[src/hw/rtl/dtpr_pkg.sv]
// Shared types and constants for the disparity-to-point reprojection block.
// Holds field widths, configuration register codes and reset values.
// No dependencies; every other file of the block imports this package.
package dtpr_pkg;

	// Fixed field widths.
	localparam int DISP_W    = 16;
	localparam int CFG_W     = 32;
	localparam int PRIN_W    = 12;
	localparam int POS_W     = 32;
	localparam int ZPOS_W    = 31;
	localparam int REG_IDX_W = 2;

	// Reset values of the configuration registers.
	localparam logic [CFG_W-1:0]  FOCAL_BASELINE_RST = 32'd2580480;
	localparam logic [CFG_W-1:0]  INV_FOCAL_RST      = 32'd8180846;
	localparam logic [PRIN_W-1:0] PRINCIPAL_U_RST    = 12'd320;
	localparam logic [PRIN_W-1:0] PRINCIPAL_V_RST    = 12'd240;

	// Saturation limits and rounding constant.
	localparam logic [ZPOS_W-1:0] ZPOS_MAX   = '1;
	localparam logic [POS_W-1:0]  POS_MAX    = 32'h7FFF_FFFF;
	localparam logic [POS_W-1:0]  POS_MIN    = 32'h8000_0000;
	localparam logic [64:0]       ROUND_HALF = 65'h0_8000_0000;

	// Configuration register indexes.
	typedef enum logic [REG_IDX_W-1:0] {
		REG_FOCAL_BASELINE = 2'd0,
		REG_INV_FOCAL      = 2'd1,
		REG_PRINCIPAL_U    = 2'd2,
		REG_PRINCIPAL_V    = 2'd3
	} dtpr_reg_t;

	// Per-item flags that travel alongside the datapath.
	typedef struct packed {
		logic bad;
		logic neg_x;
		logic neg_y;
	} dtpr_flags_t;

	localparam int FLAGS_W = $bits(dtpr_flags_t);

endpackage

[src/hw/rtl/dtpr_divider.sv]
// Pipelined restoring divider: one quotient bit per register stage.
// Carries an opaque side vector alongside each item. Uses dtpr_pkg.
module dtpr_divider #(
	parameter int NUM_W  = 39,
	parameter int SIDE_W = 27
) (
	input  logic                       clk,
	input  logic                       arst_n,
	input  logic                       in_vld,
	output logic                       in_rdy,
	input  logic [NUM_W-1:0]           in_num,
	input  logic [dtpr_pkg::DISP_W-1:0] in_den,
	input  logic [SIDE_W-1:0]          in_side,
	output logic                       out_vld,
	input  logic                       out_rdy,
	output logic [NUM_W-1:0]           out_quo,
	output logic [SIDE_W-1:0]          out_side
);
	import dtpr_pkg::*;

	// Stage k holds the state after k+1 quotient bits have been resolved.
	logic              vld_sk  [NUM_W];
	logic [NUM_W-1:0]  qn_sk   [NUM_W];
	logic [DISP_W-1:0] rem_sk  [NUM_W];
	logic [DISP_W-1:0] den_sk  [NUM_W];
	logic [SIDE_W-1:0] side_sk [NUM_W];
	logic              rdy     [NUM_W+1];

	assign rdy[NUM_W] = out_rdy;
	assign in_rdy     = rdy[0];

	genvar k;
	generate
		for (k = 0; k < NUM_W; k++) begin : g_stage
			logic              prev_vld;
			logic [NUM_W-1:0]  prev_qn;
			logic [DISP_W-1:0] prev_rem;
			logic [DISP_W-1:0] prev_den;
			logic [SIDE_W-1:0] prev_side;
			logic [DISP_W:0]   trial;
			logic [DISP_W:0]   diff;
			logic              take;

			if (k == 0) begin : g_first
				assign prev_vld  = in_vld;
				assign prev_qn   = in_num;
				assign prev_rem  = '0;
				assign prev_den  = in_den;
				assign prev_side = in_side;
			end else begin : g_next
				assign prev_vld  = vld_sk[k-1];
				assign prev_qn   = qn_sk[k-1];
				assign prev_rem  = rem_sk[k-1];
				assign prev_den  = den_sk[k-1];
				assign prev_side = side_sk[k-1];
			end

			// A stage can load when it is empty or its content moves on.
			assign rdy[k] = !vld_sk[k] || rdy[k+1];

			// Shift in the next numerator bit and try to subtract the divisor.
			assign trial = {prev_rem, prev_qn[NUM_W-1]};
			assign diff  = trial - {1'b0, prev_den};
			assign take  = (trial >= {1'b0, prev_den});

			always_ff @(posedge clk or negedge arst_n) begin
				if (!arst_n) begin
					vld_sk[k] <= 1'b0;
				end else if (rdy[k]) begin
					vld_sk[k] <= prev_vld;
				end
			end

			always_ff @(posedge clk) begin
				if (rdy[k] && prev_vld) begin
					rem_sk[k]  <= take ? diff[DISP_W-1:0] : trial[DISP_W-1:0];
					qn_sk[k]   <= {prev_qn[NUM_W-2:0], take};
					den_sk[k]  <= prev_den;
					side_sk[k] <= prev_side;
				end
			end
		end
	endgenerate

	assign out_vld  = vld_sk[NUM_W-1];
	assign out_quo  = qn_sk[NUM_W-1];
	assign out_side = side_sk[NUM_W-1];

endmodule

[config.mk]
export PLATFORM = sky130hd
export DESIGN_NAME = dtpr_divider
export DESIGN_NICKNAME = d
export VERILOG_FILES = /design/src/hw/rtl/dtpr_pkg.sv /design/src/hw/rtl/dtpr_divider.sv
export SDC_FILE = /design/constraint.sdc
export NUM_CORES = 2
export LEC_CHECK = 0
export CAP_MARGIN = 25
export CORE_ASPECT_RATIO = 0.8
export CORE_MARGIN = 3
export CORE_UTILIZATION = 63
export CTS_BUF_LIST = sky130_fd_sc_hd__clkbuf_16
export DETAILED_ROUTE_END_ITERATION = 10
export DONT_BUFFER_PORTS = 1
export PLACE_DENSITY = 0.78
export REMOVE_ABC_BUFFERS = 1
export SLEW_MARGIN = 0
export SYNTH_ARGS = -nofsm -noshare
export SYNTH_HDL_FRONTEND = slang
export SYNTH_SLANG_ARGS = --single-unit
[constraint.sdc]
create_clock -name clk -period 10.15 [get_ports clk]
set_input_delay 0.5075 -clock clk [delete_from_list [all_inputs] [get_ports clk]]
set_output_delay 0.5075 -clock clk [all_outputs]
set_load 0.01 [all_outputs]
# Word-level counts from Yosys, hierarchy flattened
# Memory sizes are Yosys's and may differ from the RTL's.
# Cells that the tools add are included.
# W data, S select, Z words.
# word_totals
regBits,39
latch_bits,0
ramBits,3822
romBits,0
inputBits,86
output_inout_bits,68
wordCells,355
n_memories,4
# mem_list
memory,depth,width,read_ports,rd_ports_with_merged_regs,wr,line,rtl
qn_sk,39,39,39,0,39,dtpr_divider.sv:23,logic [NUM_W-1:0] qn_sk [NUM_W];
side_sk,39,27,39,0,39,dtpr_divider.sv:26,logic [SIDE_W-1:0] side_sk [NUM_W];
den_sk,39,16,38,0,39,dtpr_divider.sv:25,logic [DISP_W-1:0] den_sk [NUM_W];
rem_sk,39,16,38,0,39,dtpr_divider.sv:24,logic [DISP_W-1:0] rem_sk [NUM_W];
# op_classes
n_addsub,39
multipliers,0
div,0
order_cmp,39
n_eq_ne,0
n_shift,0
mux,117
bitwise,0
n_reduce_logical,117
# ops
cell,n
$ge A17 B16 Y1,38
$mux W16,39
$sub A16 B16 Y16,38
$mux W1,78
$logic_and A1 B1 Y1,39
$logic_not A1 Y1,39
$logic_or A1 B1 Y1,39
$ge A1 B16 Y1,1
$sub A1 B16 Y16,1

# Depth between registers and ports, before layout
# depth
depth_word,43
depth_mapped,11
ltp_nobuf,10

# Worst setup path before layout
# No wires, ideal clock.
# synth_path
path_type,input to register
start,in out_rdy
end,mem den_sk[5][0] (netlist: den_sk[0][80]) (enable)
setup_ns,0.704
t_arrival_ns,8.404
required_time_ns,9.446
setup_slack_ns,1.042
stages,7
path_buffers,0
path_cell_list,and4b_1 nand3_1 nand4b_1 nor2_1 nand3_1 nor2_1 a21boi_0
# synth_lines
item,line,rtl
"start, declared",dtpr_divider.sv:15,"input logic out_rdy,"
"end, declared",dtpr_divider.sv:25,

==> out/summary.txt <==
Cell Pwr Density - 296 nW/um^2
Global Route met2 Usage - 39.6%
number of synthesized flops with an enable pin - 3790
top post-synthesis cells by area - edfxtp_1 (74%), ha_1 (5.0%), mux2_2 (3.3%)
TritonCTS clock tree - done
fin nets - 10300
die area - 249000 um^2
post-CTS sizing - 0
HP Start - in_num[38]
Core Footprint - 241000 um^2
MaxCap Viol Count - 0
main combinational cell family by area after synthesis - compound AO/OA/AOI/OAI gates
Overflow after GRT - 0
busiest grt layer - met2
via count - 78300
ratio of cells with drive above 1 in the final layout - 12.0%
sequential power share - 44.2%
Setup TNS Final - 0 ns
initial antenna violation count - 7
switching part of the total power - 30.3%
hold path depth - 3
Routability Congestion - 0.920
Clock Sinks - 3829
top-area cell type share of the netlist area - 74.4%
reg2reg path depth - 9
total CTS buffers - 352
Worst-Margin Slew - 1.04 ns
GRT met1 Usage - 32.5%
Worst Hold Path EP - rem_sk[0][0]
worst-case vdd ir drop - 0.246 mV
Worst EP required - 10.62 ns
RR Endpoint - den_sk[0][75]
worst hold path class - input port to flop
Int Power - 35.0 mW
Fin. Hold Viols - 0
CP endpoint kind - flop
Initial Util - 63.5%
number of synthesized register bits - 3829
Yosys warnings - 0
async set-or-reset flop fraction in the synthesized netlist - 1.02%
Root Driver - clkbuf_16
I/O Buffers - 0
Distinct cells, synth - 82
Synth Area in Compound Gates - 5.73%
vias in the first global route - 78500
DRC - 0
final-report max-slew violation count - 0
largest net degree at the start of global routing - 90
most frequent cells in the layout - edfxtp_1 (3790), inv_1 (799), ha_1 (610)
Routed wire per std cell - 22.7 um
Post-Synthesis Cells - 9132
cts hold-fix bufs - 86
type of origin of the critical path - flop
Crit Path Category - flop to flop
Area Overhead vs Synth - 11.0%
Starting DRT DRC Count - 7447
Die Y - 447 um
maximum clock path buffer count - 4
H-tree Lvls - 5
clk_skew - 0.0739 ns
final antenna-violating net count - 0
Clk Latency, worst-skew pair - 0.90 ns
Yosys top cell by area - edfxtp_1
commonest non-fill, non-tap cell in the layout - edfxtp_1
total power - 50.2 mW
final WL - 296 mm
sw power - 15.2 mW
Total GRT Usage - 23.6%
num ports - 154
unrepaired setup endpoints after global routing - false
period utilization - 45.4%
number of setup buffers added after CTS - 0
post-synthesis sequential area ratio - 75.0%
met3 Use GR - 3.35%
Post-Syn Area - 153000 um^2
DR vias/cell - 5.99
Filler cells - 14500
status - completed
Tmin final - 4.61 ns
CP Max Fanout - 59
Clock Power Share - 26.2%
Post-Synth Adder-Cell Area - 5.47%
per-instance average area after synthesis - 16.8 um^2
worst path arrival time - 5.08 ns
Die X - 557 um
DPL Wire Length - 187 mm
Reg2Reg Launch Point - out_vld
reg-to-reg slack, setup - 5.54 ns
Max transition margin - 30.8%
XOR/XNOR Fraction of Synth Area - 2.37%
Post-Synth Simple-Gate Area - 5.45%
Worst-path clk slew - 0.07 ns
Main synth FF type - edfxtp_1
fmax - 217 MHz
Cell Rows - 161
final setup fails - 0
mux cell area share after synthesis - 3.92%
Comb power frac - 29.5%
global-route wire length before repair - 456 mm
Static Leak - 63.3 nW
DRT Pass-1 Iters - 8
[metal layers]
| metal | share of wire (%) | wire (um) |
|---|---|---|
| met3 | 5.9 | 17600 |
| met1 | 42 | 123000 |
| met4 | 3.2 | 9560 |
| met5 | 0 | 0 |
| met2 | 49 | 146000 |
[power by group through the flow]
stage | Clock (mW) | Combinational (mW) | Sequential, mW
after floorplan | 0 | 11.2 | 21.9
after global placement | 0 | 13.8 | 22.4
after detailed placement | 0 | 14.3 | 22.5
after CTS | 13.4 | 14.6 | 22.2
after global routing | 14.0 | 16.2 | 22.4
final | 13.2 | 14.8 | 22.2
[flip-flops by register name (all words and copies together), names as in the netlist]
name,cells
rem_sk,608
side_sk,1053
qn_sk,1521
g_stage.prev_vld,38
out_vld,1
den_sk,608
[worst max-delay path by stage]
stage | start | to | slack (ns) | depth (start not counted)
final | out_vld | den_sk[0][75] | 5.54 | 9
after global routing | out_vld | den_sk[0][76] | 5.33 | 9
after CTS | out_vld | den_sk[0][75] | 5.60 | 9
after detailed placement | out_rdy | qn_sk[0][30] | 5.90 | 8
after global placement | out_rdy | qn_sk[0][29] | 5.43 | 8
after floorplan | out_rdy | den_sk[0][80] | 1.04 | 7
[cell usage after synthesis (78+ instances only)]
| library cell | count |
|---|---|
| ha_1 | 610 |
| nand4_1 | 117 |
| mux2_2 | 443 |
| a21oi_1 | 371 |
| nor3_1 | 190 |
| nand2_1 | 343 |
| nor2b_1 | 120 |
| xnor2_1 | 323 |
| inv_1 | 740 |
| edfxtp_1 | 3790 |
| nand3_1 | 159 |
| nor2_1 | 300 |
| or3_1 | 90 |
| o21ai_0 | 174 |
| xor2_1 | 91 |
| o21a_1 | 78 |
| a21o_1 | 162 |
[through the flow]
stage	setup slack [ns]	area, um^2	hold slack [ns]	std cells	utilization [%]
6_report	5.54	170000	0.0884	13100	70.4
2_1_floorplan	1.04	153000	0.212	9088	-
4_1_cts	5.60	170000	0.0252	13100	70.4
3_3_place_gp	5.43	158000	0.224	12300	65.3
5_1_grt	5.33	170000	0.0393	13100	70.4
3_5_place_dp	5.90	158000	0.225	12300	65.3
[cells by family after synthesis]
logic type,count (synthesis)
buf+inv,802
xor+xnor,414
mux,537
simple gates,1631
flops,3829
compound gates,1272
fa+ha+maj,647
[critical path, cell delays in order, from the launching register on]
cell	delay, ns
dfrtp_1	0.48
and4b_1	0.58
nand3_1	0.24
nand4b_1	0.47
nor2_1	0.38
nand3_1	0.35
nor2_1	0.71
a31oi_4	0.16
buf_4	0.31
buf_4	0.40
[area by class of cell]
class,count,area [um^2],share of cell area [%]
inverters,758,2850,1.67
multi-input cells,4501,35400,20.8
well taps,3178,3980,2.34
repair buffers,166,1530,0.901
diodes,1,2.50,0.00147
clock buffers,358,8960,5.27
flip-flops and latches,3829,115000,67.6
clock inverters,275,2390,1.41
Power figures use the tool's default switching activity.
